**src/hdl/omfq_pkg.sv**
```systemverilog
// omfq_pkg: field widths, request kind codes and result status codes
// for the ordered multiset floor query block
// no dependencies
package omfq_pkg;

    localparam int VALUE_W = 32;
    localparam int TAG_W   = 16;
    localparam int FUNC_W  = 2;
    localparam int STAT_W  = 2;

    localparam logic [FUNC_W-1:0] FUNC_INSERT = 2'd0;
    localparam logic [FUNC_W-1:0] FUNC_QUERY  = 2'd1;
    localparam logic [FUNC_W-1:0] FUNC_REMOVE = 2'd2;

    localparam logic [STAT_W-1:0] STATUS_OK     = 2'd0;
    localparam logic [STAT_W-1:0] STATUS_FULL   = 2'd1;
    localparam logic [STAT_W-1:0] STATUS_ABSENT = 2'd2;

endpackage

```
**src/hdl/omfq_ram.sv**
```systemverilog
// omfq_ram: generic single write port, single read port ram with registered read
// no dependencies
module omfq_ram #(
    parameter int WIDTH = 33,
    parameter int DEPTH = 64
) (
    input  logic                     clk,
    input  logic                     wr_en,
    input  logic [$clog2(DEPTH)-1:0] wr_addr,
    input  logic [WIDTH-1:0]         wr_data,
    input  logic                     rd_en,
    input  logic [$clog2(DEPTH)-1:0] rd_addr,
    output logic [WIDTH-1:0]         rd_data
);

    logic [WIDTH-1:0] mem [DEPTH];
    logic [WIDTH-1:0] rd_data_reg;

    always_ff @(posedge clk)
    begin
        if (wr_en)
        begin
            mem[wr_addr] <= wr_data;
        end
        if (rd_en)
        begin
            rd_data_reg <= mem[rd_addr];
        end
    end

    assign rd_data = rd_data_reg;

endmodule

```
**src/hdl/ordered_multiset_floor_query.sv**
```systemverilog
// ordered_multiset_floor_query: bounded multiset of signed values with insert,
// floor query and remove, scanned one slot per cycle
// depends on omfq_pkg and omfq_ram
//
// Usage:
//   Requests enter on in_valid/in_ready with func, operand_value and query_tag.
//   func 0 inserts operand_value, 1 returns the largest stored value not above
//   operand_value, 2 removes one copy of operand_value; func 3 gives an all-zero
//   result. Each request gives exactly one result on out_valid/out_ready.
//   After reset the block clears the store, one slot per cycle, and in_ready
//   stays low during that pass.
//   A request passes through the scan, drain and finish states: the value store
//   has one read port and every slot is read once per request, then the drain
//   state takes the last read and the finish state writes back and loads the
//   result. in_ready is high only between requests, so a new request is not
//   taken before the last one has loaded its result. A result waits in the
//   output register while the receiver stalls; the next request can be accepted
//   and scanned meanwhile, and its result is held back until the output is free.
//   Each stored slot carries its own occupied bit in the value store.
module ordered_multiset_floor_query
    import omfq_pkg::*;
#(
    parameter int CAPACITY = 64
) (
    input  logic                      clk,
    input  logic                      rst_n,
    input  logic                      in_valid,
    output logic                      in_ready,
    input  logic [FUNC_W-1:0]         func,
    input  logic signed [VALUE_W-1:0] operand_value,
    input  logic [TAG_W-1:0]          query_tag,
    output logic                      out_valid,
    input  logic                      out_ready,
    output logic [TAG_W-1:0]          tag_out,
    output logic                      found,
    output logic signed [VALUE_W-1:0] best_value,
    output logic [STAT_W-1:0]         status
);

    localparam int IDX_W = $clog2(CAPACITY);
    localparam logic [IDX_W-1:0] LAST_IDX = IDX_W'(CAPACITY - 1);
    localparam int ENTRY_W = VALUE_W + 1;

    typedef enum logic [2:0] {
        ST_CLEAR,
        ST_IDLE,
        ST_SCAN,
        ST_DRAIN,
        ST_FINISH
    } state_t;

    state_t                    state_reg, state_next;
    logic [IDX_W-1:0]          idx_reg, idx_next;
    logic [IDX_W-1:0]          rd_idx_reg, rd_idx_next;
    logic                      rd_vld_reg, rd_vld_next;
    logic [FUNC_W-1:0]         func_reg, func_next;
    logic signed [VALUE_W-1:0] op_reg, op_next;
    logic [TAG_W-1:0]          tag_reg, tag_next;
    logic                      hit_reg, hit_next;
    logic [IDX_W-1:0]          slot_reg, slot_next;
    logic signed [VALUE_W-1:0] best_reg, best_next;

    logic                      out_valid_reg, out_valid_next;
    logic [TAG_W-1:0]          tag_out_reg, tag_out_next;
    logic                      found_reg, found_next;
    logic signed [VALUE_W-1:0] best_value_reg, best_value_next;
    logic [STAT_W-1:0]         status_reg, status_next;

    logic                      ram_wr_en;
    logic [IDX_W-1:0]          ram_wr_addr;
    logic [ENTRY_W-1:0]        ram_wr_data;
    logic                      ram_rd_en;
    logic [ENTRY_W-1:0]        ram_rd_data;

    logic                      e_vld;
    logic signed [VALUE_W-1:0] e_val;
    logic                      e_le_op;
    logic                      e_eq_op;
    logic                      e_gt_best;
    logic                      out_free;

    omfq_ram #(
        .WIDTH (ENTRY_W),
        .DEPTH (CAPACITY)
    ) u_store (
        .clk     (clk),
        .wr_en   (ram_wr_en),
        .wr_addr (ram_wr_addr),
        .wr_data (ram_wr_data),
        .rd_en   (ram_rd_en),
        .rd_addr (idx_reg),
        .rd_data (ram_rd_data)
    );

    // shared compare unit on the slot just read
    assign e_vld     = ram_rd_data[VALUE_W];
    assign e_val     = $signed(ram_rd_data[VALUE_W-1:0]);
    assign e_le_op   = e_val <= op_reg;
    assign e_eq_op   = e_val == op_reg;
    assign e_gt_best = e_val > best_reg;
    assign out_free  = !out_valid_reg || out_ready;

    always_comb
    begin
        state_next      = state_reg;
        idx_next        = idx_reg;
        rd_idx_next     = rd_idx_reg;
        rd_vld_next     = 1'b0;
        func_next       = func_reg;
        op_next         = op_reg;
        tag_next        = tag_reg;
        hit_next        = hit_reg;
        slot_next       = slot_reg;
        best_next       = best_reg;
        out_valid_next  = out_valid_reg && !out_ready;
        tag_out_next    = tag_out_reg;
        found_next      = found_reg;
        best_value_next = best_value_reg;
        status_next     = status_reg;
        ram_wr_en       = 1'b0;
        ram_wr_addr     = idx_reg;
        ram_wr_data     = '0;
        ram_rd_en       = 1'b0;

        if (rd_vld_reg)
        begin
            unique case (func_reg)
                FUNC_INSERT:
                begin
                    if (!e_vld && !hit_reg)
                    begin
                        hit_next  = 1'b1;
                        slot_next = rd_idx_reg;
                    end
                end
                FUNC_QUERY:
                begin
                    if (e_vld && e_le_op && (!hit_reg || e_gt_best))
                    begin
                        hit_next  = 1'b1;
                        best_next = e_val;
                    end
                end
                FUNC_REMOVE:
                begin
                    if (e_vld && e_eq_op && !hit_reg)
                    begin
                        hit_next  = 1'b1;
                        slot_next = rd_idx_reg;
                    end
                end
                default:
                begin
                end
            endcase
        end

        unique case (state_reg)
            ST_CLEAR:
            begin
                ram_wr_en = 1'b1;
                idx_next  = idx_reg + 1'b1;
                if (idx_reg == LAST_IDX)
                begin
                    idx_next   = '0;
                    state_next = ST_IDLE;
                end
            end
            ST_IDLE:
            begin
                if (in_valid)
                begin
                    func_next  = func;
                    op_next    = operand_value;
                    tag_next   = query_tag;
                    hit_next   = 1'b0;
                    slot_next  = '0;
                    best_next  = '0;
                    idx_next   = '0;
                    state_next = ST_SCAN;
                end
            end
            ST_SCAN:
            begin
                ram_rd_en   = 1'b1;
                rd_vld_next = 1'b1;
                rd_idx_next = idx_reg;
                idx_next    = idx_reg + 1'b1;
                if (idx_reg == LAST_IDX)
                begin
                    idx_next   = '0;
                    state_next = ST_DRAIN;
                end
            end
            ST_DRAIN:
            begin
                state_next = ST_FINISH;
            end
            ST_FINISH:
            begin
                if (out_free)
                begin
                    out_valid_next  = 1'b1;
                    tag_out_next    = (func_reg == FUNC_QUERY) ? tag_reg : '0;
                    found_next      = (func_reg == FUNC_QUERY) && hit_reg;
                    best_value_next = '0;
                    status_next     = STATUS_OK;
                    ram_wr_addr     = slot_reg;
                    unique case (func_reg)
                        FUNC_INSERT:
                        begin
                            if (hit_reg)
                            begin
                                ram_wr_en   = 1'b1;
                                ram_wr_data = {1'b1, op_reg};
                            end
                            else
                            begin
                                status_next = STATUS_FULL;
                            end
                        end
                        FUNC_QUERY:
                        begin
                            best_value_next = hit_reg ? best_reg : -32'sd1;
                        end
                        FUNC_REMOVE:
                        begin
                            if (hit_reg)
                            begin
                                ram_wr_en   = 1'b1;
                                ram_wr_data = {1'b0, op_reg};
                            end
                            else
                            begin
                                status_next = STATUS_ABSENT;
                            end
                        end
                        default:
                        begin
                        end
                    endcase
                    state_next = ST_IDLE;
                end
            end
            default:
            begin
                state_next = ST_IDLE;
            end
        endcase
    end

    always_ff @(posedge clk or negedge rst_n)
    begin
        if (!rst_n)
        begin
            state_reg      <= ST_CLEAR;
            idx_reg        <= '0;
            rd_idx_reg     <= '0;
            rd_vld_reg     <= 1'b0;
            func_reg       <= '0;
            op_reg         <= '0;
            tag_reg        <= '0;
            hit_reg        <= 1'b0;
            slot_reg       <= '0;
            best_reg       <= '0;
            out_valid_reg  <= 1'b0;
            tag_out_reg    <= '0;
            found_reg      <= 1'b0;
            best_value_reg <= '0;
            status_reg     <= STATUS_OK;
        end
        else
        begin
            state_reg      <= state_next;
            idx_reg        <= idx_next;
            rd_idx_reg     <= rd_idx_next;
            rd_vld_reg     <= rd_vld_next;
            func_reg       <= func_next;
            op_reg         <= op_next;
            tag_reg        <= tag_next;
            hit_reg        <= hit_next;
            slot_reg       <= slot_next;
            best_reg       <= best_next;
            out_valid_reg  <= out_valid_next;
            tag_out_reg    <= tag_out_next;
            found_reg      <= found_next;
            best_value_reg <= best_value_next;
            status_reg     <= status_next;
        end
    end

    assign in_ready   = (state_reg == ST_IDLE);
    assign out_valid  = out_valid_reg;
    assign tag_out    = tag_out_reg;
    assign found      = found_reg;
    assign best_value = best_value_reg;
    assign status     = status_reg;

    // store is written only by the clearing pass or the write-back cycle
    a_write_phase: assert property (@(posedge clk) disable iff (!rst_n)
        ram_wr_en |-> (state_reg == ST_CLEAR || state_reg == ST_FINISH))
        else $error("store written outside clear or write-back");

    // read data is consumed only while a scan is in flight
    a_read_phase: assert property (@(posedge clk) disable iff (!rst_n)
        rd_vld_reg |-> (state_reg == ST_SCAN || state_reg == ST_DRAIN))
        else $error("read data outside scan");

    // a new result is loaded only from the write-back cycle
    a_result_source: assert property (@(posedge clk) disable iff (!rst_n)
        (state_reg == ST_FINISH && out_free) |=> (out_valid_reg && state_reg == ST_IDLE))
        else $error("result not loaded at write-back");

    // a failed insert or remove never reports a query answer
    a_fail_fields: assert property (@(posedge clk) disable iff (!rst_n)
        (out_valid_reg && status_reg != STATUS_OK) |-> (!found_reg && tag_out_reg == '0))
        else $error("failure status with query fields set");

endmodule
```
**config.mk**
```make
export PLATFORM = sky130hd
export DESIGN_NAME = ordered_multiset_floor_query
export DESIGN_NICKNAME = d
export VERILOG_FILES = /design/src/hdl/omfq_pkg.sv /design/src/hdl/omfq_ram.sv /design/src/hdl/ordered_multiset_floor_query.sv
export SDC_FILE = /design/constraint.sdc
export NUM_CORES = 2
export LEC_CHECK = 0
export ABC_AREA = 1
export BUFFER_PORTS_ARGS = -buffer_cell sky130_fd_sc_hd__buf_4
export CORE_MARGIN = 4
export CORE_UTILIZATION = 50
export CTS_CLUSTER_DIAMETER = 40
export CTS_CLUSTER_SIZE = 24
export DETAILED_ROUTE_END_ITERATION = 12
export PLACE_DENSITY_LB_ADDON = 0.05
export SETUP_SLACK_MARGIN = 0.1
export SLEW_MARGIN = 10
export SYNTH_ARGS = -nofsm -noshare
export SYNTH_HDL_FRONTEND = slang
export SYNTH_SLANG_ARGS = --single-unit
export TNS_END_PERCENT = 50
```
**constraint.sdc**
```tcl
create_clock -name clk -period 10.2 [get_ports clk]
set_clock_uncertainty 0.1 [all_clocks]
set_input_delay 1.02 -clock clk [delete_from_list [all_inputs] [get_ports clk]]
set_output_delay 1.02 -clock clk [all_outputs]
set_load 0.02 [all_outputs]
```
-- Yosys cells after proc, flatten, opt, wreduce, memory -nomap -nowiden
Memories as Yosys holds them, arrays and structs flattened. A register that Yosys moved wholly into a read port is not among the register bits.
Cells that the tools add are included.
- add/sub/neg operators: 1
- multipliers: 0
- div/mod/pow operators: 0
- $lt $le $gt $ge: 2
- eq/ne operators: 12
- shifts and indexed selects: 0
- multiplexer cells: 48
- bitwise operators: 0
- reduce and logical (&&, ||, !) cells: 22
- operators by type and width (kind ; number):
    2-to-1 mux 32 bit ; 8
    2-to-1 mux 33 bit ; 3
    one-hot mux 33 bit (2 select lines) ; 1
    2-to-1 mux 6 bit ; 9
    equality test 32 bit ; 1
    greater-than comparator 32 bit ; 1
    <= comparator 32 bit ; 1
    one-hot mux 6 bit (2 select lines) ; 2
    2-to-1 mux 16 bit ; 1
    2-to-1 mux 1 bit ; 15
    one-hot mux 3 bit (5 select lines) ; 1
    2-to-1 mux 3 bit ; 4
    != test 2 bit, second input constant ; 4
    logical AND 1 bit ; 7
    adder 6 x 1 -> 6 bit, second input constant ; 1
    equality test 3 x 2 -> 1 bit, second input constant ; 2
    equality test 6 bit, second input constant ; 1
    AND reduction 2 bit ; 3
    logical NOT 1 bit ; 4
    one-hot mux 2 bit (2 select lines) ; 1
    AND reduction 4 bit ; 1
    OR reduction 2 bit ; 2
    equality test 3 x 1 -> 1 bit, second input constant ; 1
    equality test 3 bit, second input constant ; 1
    9 further kinds ; 10
- flip-flop bits (word level): 157
- bits in latches: 0
- bits in writable memories: 2112
- ROM bits: 0
- input bits: 54
- output and inout port bits: 53
- word-level logic and storage cells: 101
- memories kept: 1
- memory list (memory ; words ; bits a word ; rd ports ; clocked after Yosys merged registers in ; wr ports ; line ; source):
    u_store.mem ; 64 ; 33 ; 1 ; 1 ; 1 ; omfq_ram.sv:16 ; logic [WIDTH-1:0] mem [DEPTH];

-- Longest topological paths before layout
- depth in word-level cells: 8
- depth in mapped cells: 22

-- Cells and area by module
Synthesis repeated with hierarchy kept, for this count alone.
- cells, all modules: 8098
- area total of the unflattened synthesis: 94864.7 um^2
- by module, submodules not included (module ; instances ; cells an instance ; area an instance (um^2) ; sequential area each (um^2)):
    omfq_ram ; 1 ; 6980 ; 86045.0 ; 64411.8
    ordered_multiset_floor_query ; 1 ; 1118 ; 8819.7 ; 3928.8

-- Worst setup path after synthesis
Ideal clock, no wire load.
- path type: input to register
- start: in out_ready
- end: mem u_store.mem[0][32], data pin
- data arrival time: 4139 ps
- required time: 9419 ps
- slack: 5280 ps
- stages: 6
- path buffers: 2
- cells stage by stage: nor2_1 > nor2_2 > inv_2 > buf_2 > clkbuf_1 > nor3_1
- word-level cells in the longest chain between the ends: 3
- RTL lines (item ; line ; source):
    from (decl) ; ordered_multiset_floor_query.sv:33 ; input logic out_ready,
    logical OR 1 bit ; ordered_multiset_floor_query.sv:101 ; assign out_free = !out_valid_reg || out_ready;
    2-to-1 mux 33 bit ; ordered_multiset_floor_query.sv:201 ; if (out_free)
    2-to-1 mux 33 bit ; ordered_multiset_floor_query.sv:158 ; unique case (state_reg)
    net ram_wr_data[32] ; ordered_multiset_floor_query.sv:71 ; logic [ENTRY_W-1:0] ram_wr_data;
    to (decl) ; omfq_ram.sv:16 ;
The timed path passes the listed nets, and every way through them passes these cells.

-- Final worst setup path
- start: reg state_reg[0]
- end: mem u_store.mem[25][26], enable pin
- word-level cells in the longest chain between the ends: 4
- elaborated cells on any way between the ends: 6
- RTL lines (item ; line ; source):
    from (decl) ; ordered_multiset_floor_query.sv:52 ; state_t state_reg, state_next;
    from (signal assigned) ; ordered_multiset_floor_query.sv:274 ; state_reg <= state_next;
    equality test 3 bit / logical NOT 3 bit (equally long branches) ; ordered_multiset_floor_query.sv:158 ;
    one-hot mux 1 bit (2 select lines) ; ordered_multiset_floor_query.sv:158 ;
    2-to-1 mux 1 bit ; omfq_ram.sv:21 ; if (wr_en)
    2-to-1 mux 1 bit (not written as such) ; omfq_ram.sv:23 ; mem[wr_addr] <= wr_data;
Several ways; a longest one is shown, not always the timed one.

==> impl_metrics.ini <==
[cts]
insertion_delay_ns = 0.93
numCtsBuffers = 328
tritoncts = built
cts.sinks = 2302
post_cts_resized = 0
cts_root_buf = clkbuf_16
cts_buffer_depth = 4
cts_max_level = 5
clkTransAtPathRegs_ns = 0.05

[timing]
fmax_mhz = 168.8
post-route-period-util_pct = 58.09
finalHoldViolations = 0
slew-limit-headroom_pct = 20.36
worstMarginPinSlew_ns = 1.195
slew_viol_final = 0
grt_setup_unrepaired = false
setup_tns_ns = 0
post-route-min-period_ns = 5.925
finalSetupViolCount = 0

[drt]
routed_wl_mm = 255.5
dr.pass1.iters = 5
drc = 0
drt_iter0_drc = 5640
ant_nets = 0
via_per_inst = 6.124
wl_per_cell_um = 28.14
num_vias = 55606

[setup_path]
arrival_ns = 6.34
end_kind = flip-flop
crit_type = flip-flop to flip-flop
path_max_fanout = 49
cp_cell_sequence = nor2_1, nand2_1, nor2_4, buf_4, inv_2, buf_4, nor2_4, o21ai_4, buf_4, a21boi_4, nand4_2, nor2_4
path_delay_family = simple AND/OR/NAND/NOR gates
rr_worst_depth = 12
critPathLaunchType = flip-flop
r2r-start = state_reg[0]$_DFFE_PN0P_
worst-path-buf-inv = 4
cp_slowest_cell = nor2_4
critical_path_required_ns = 10.62
slowest_delay_ns = 1.17
r2r_slack_ns = 4.27
reg2reg_to = u_store.mem[25][26]$_DFFE_PP_

[logic_synthesis]
synth_top_area_share_pct = 72.04
synth_area_leaders = edfxtp_1, a21oi_1, o221ai_1
ys_types = 36
synthCells = 6365
synth_edf_count = 2145
yosys_most_used_dff = edfxtp_1
netlist_area_sq_um = 89410
synth_fp_nets = 6488
synth-seq-cells = 2302
async_flop_share_pct = 6.820
synth-seq-area-share_pct = 76.43
syn_avg_cell_area_sq_um = 14.05
yosysTopAreaCell = edfxtp_1
ys.warnings.count = 0

[global_routing]
grt_max_degree = 163
grt_pass1_wl_mm = 372.2
antenna_found_initial = 8
grt_overflow = 0
grt_pass1_vias = 54170
grt_usage_pct = 27.12

[layout]
area_growth_pct = 16.50
drive_above_1_share_pct = 13.26
final_area_sq_um = 104200
multi_input_area_sq_um = 19390
fillers = 13828
ff_latch_area_sq_um = 68360
layout.cells.non_filler = 9080
layout.nets = 6611
largest_reg_flops = 2112

[run]
max_cap_viol_count = 0

[floorplanning]
io_pins = 107
coreArea_sq_um = 177100
num_rows = 154
die_h_um = 430.9
dieWidth_um = 430.9
dieArea_sq_um = 185700
start_util_pct = 50.49

[placed_design]
port-buffer-count = 106
gp_congestion = 0.8843
dp_hpwl_mm = 137.1
dpl_cell_area_sq_um = 93380
dp_cells = 8497

[hold_path]
hold_class = input pin to flip-flop
hp-start = operand_value[12]
hold_path_end = op_reg[12]$_DFFE_PN0P_
min_path_cells = 3

[pwr]
pwr-share-comb_pct = 30.1
p_int_mw = 20.32
pwr-share-seq_pct = 35.2
power_mw = 32.08
power.density_nw_per_um2 = 308.0
p_sw_share_pct = 36.65
peakVddDrop_mv = 0.3790
clkPwrFrac_pct = 34.7
leakage_nw = 38.19
power_switching_mw = 11.76

[run_status]
status = finished clean
cell type report:
cell class / instances / share of cell area, %
antenna: 7 / 0.01682
clock buffer: 359 / 8.153
clock inverter: 216 / 2.178
inverter: 189 / 0.7015
multi-input combinational: 3420 / 18.61
sequential: 2302 / 65.62
tap: 2340 / 2.811
timing repair buffer: 247 / 1.906
logic make-up (layout without fill, tap and decap cells):
group,after synthesis,count (layout),share of synthesized area (%)
DFF,2302,2302,76.43
AOI/OAI and AO/OA,2043,2043,13.83
and+or+nand+nor,1307,1307,6.021
buffers and inverters,643,1011,2.746
adders and majority gates,69,69,0.9656
xor gates and xnor gates,1,1,0.009797
other,0,7,0
synth_stat cells, types with 3 or more instances:
cell type,number
o21ai_0,329
nand2_1,859
edfxtp_1,2145
o211ai_1,6
a31oi_1,6
a21oi_1,1122
o21ai_1,3
buf_2,33
ha_1,69
inv_1,179
inv_2,5
nor2_1,166
nand3_1,227
clkbuf_1,379
nand4_2,8
dfrtp_1,157
buf_1,42
clkinv_1,5
o22ai_1,3
o31ai_1,3
o21bai_1,33
o221ai_1,528
o21a_1,3
nand4_1,36
nor3_1,6
a21o_1,3
worst min-delay path, stage by stage:
cell	delay, ns
buf_4	0.08
nand2_1	0.04
o21ai_0	0.05
per-layer routing:
metal / share of wire (%) / wire [um] / GRT usage [%] / vias to the layer above
li1: - / - / - / 24859
met1: 42 / 106200 / 37.86 / 28076
met2: 48 / 122100 / 43.19 / 2208
met3: 7.5 / 19290 / 5.401 / 461
met4: 3.1 / 7794 / 8.789 / 2
met5: 0.0059 / 15 / 0 / -
what timing repair did:
action / in CTS / in global routing
hold buffers: 1 / 0
endpoints found under the hold margin: 38 / 0
buffers inserted: 0 / 0
setup endpoints to repair: 0 / 0
power by group through the flow:
| stage | Combinational, mW | Sequential [mW] | Clock, mW |
|---|---|---|---|
| 2_1_floorplan | 5.78 | 11.4 | 0 |
| 3_3_place_gp | 9.51 | 11.5 | 0 |
| 3_5_place_dp | 9.61 | 11.5 | 0 |
| 4_1_cts | 9.63 | 11.3 | 11.3 |
| 5_1_grt | 10.5 | 11.3 | 11.7 |
| 6_report | 9.67 | 11.3 | 11.1 |
through the flow:
stage	hold slack (ns)	util (%)	setup slack, ns
floorplan	0.3425	-	5.280
global placement	0.3542	52.73	4.108
detailed placement	0.3594	52.73	4.009
CTS	0.1334	58.82	4.303
global route	0.1808	58.82	3.986
finish	0.1942	58.83	4.275
worst max path at each step:
stage / startpoint / end / slack [ns] / cells past startpoint
after floorplan: out_ready / u_store.mem[0][32]$_DFFE_PP_ / 5.28 / 6
final: state_reg[0]$_DFFE_PN0P_ / u_store.mem[25][26]$_DFFE_PP_ / 4.27 / 12
after global routing: state_reg[0]$_DFFE_PN0P_ / u_store.mem[53][15]$_DFFE_PP_ / 3.99 / 12
after detailed placement: out_ready / u_store.mem[25][29]$_DFFE_PP_ / 4.01 / 12
after global placement: out_ready / u_store.mem[25][30]$_DFFE_PP_ / 4.11 / 12
after CTS: state_reg[0]$_DFFE_PN0P_ / u_store.mem[25][26]$_DFFE_PP_ / 4.30 / 12
placed cells by master, fill, tap and decap left out, types with 3 or more instances in the layout:
master,count
o21ai_1,3
a21oi_1,1122
o21a_1,3
nand2_1,857
a31oi_1,6
clkinv_4,29
a21o_1,3
clkinv_1,38
inv_1,178
diode_2,7
clkbuf_16,335
buf_12,10
edfxtp_1,2145
o211ai_1,6
nand4_2,8
clkinv_2,31
nor3_1,5
inv_6,47
inv_8,16
o21bai_1,33
dfrtp_4,5
nor2_1,68
clkinvlp_4,29
ha_1,69
o31ai_1,3
dfrtp_1,151
buf_4,235
nor2_4,100
bufinv_16,31
nand4_1,36
o21ai_0,329
o221ai_1,528
clkbuf_1,22
o22ai_1,3
nand3_1,227
inv_2,5
(Power assumes the default switching activity.)
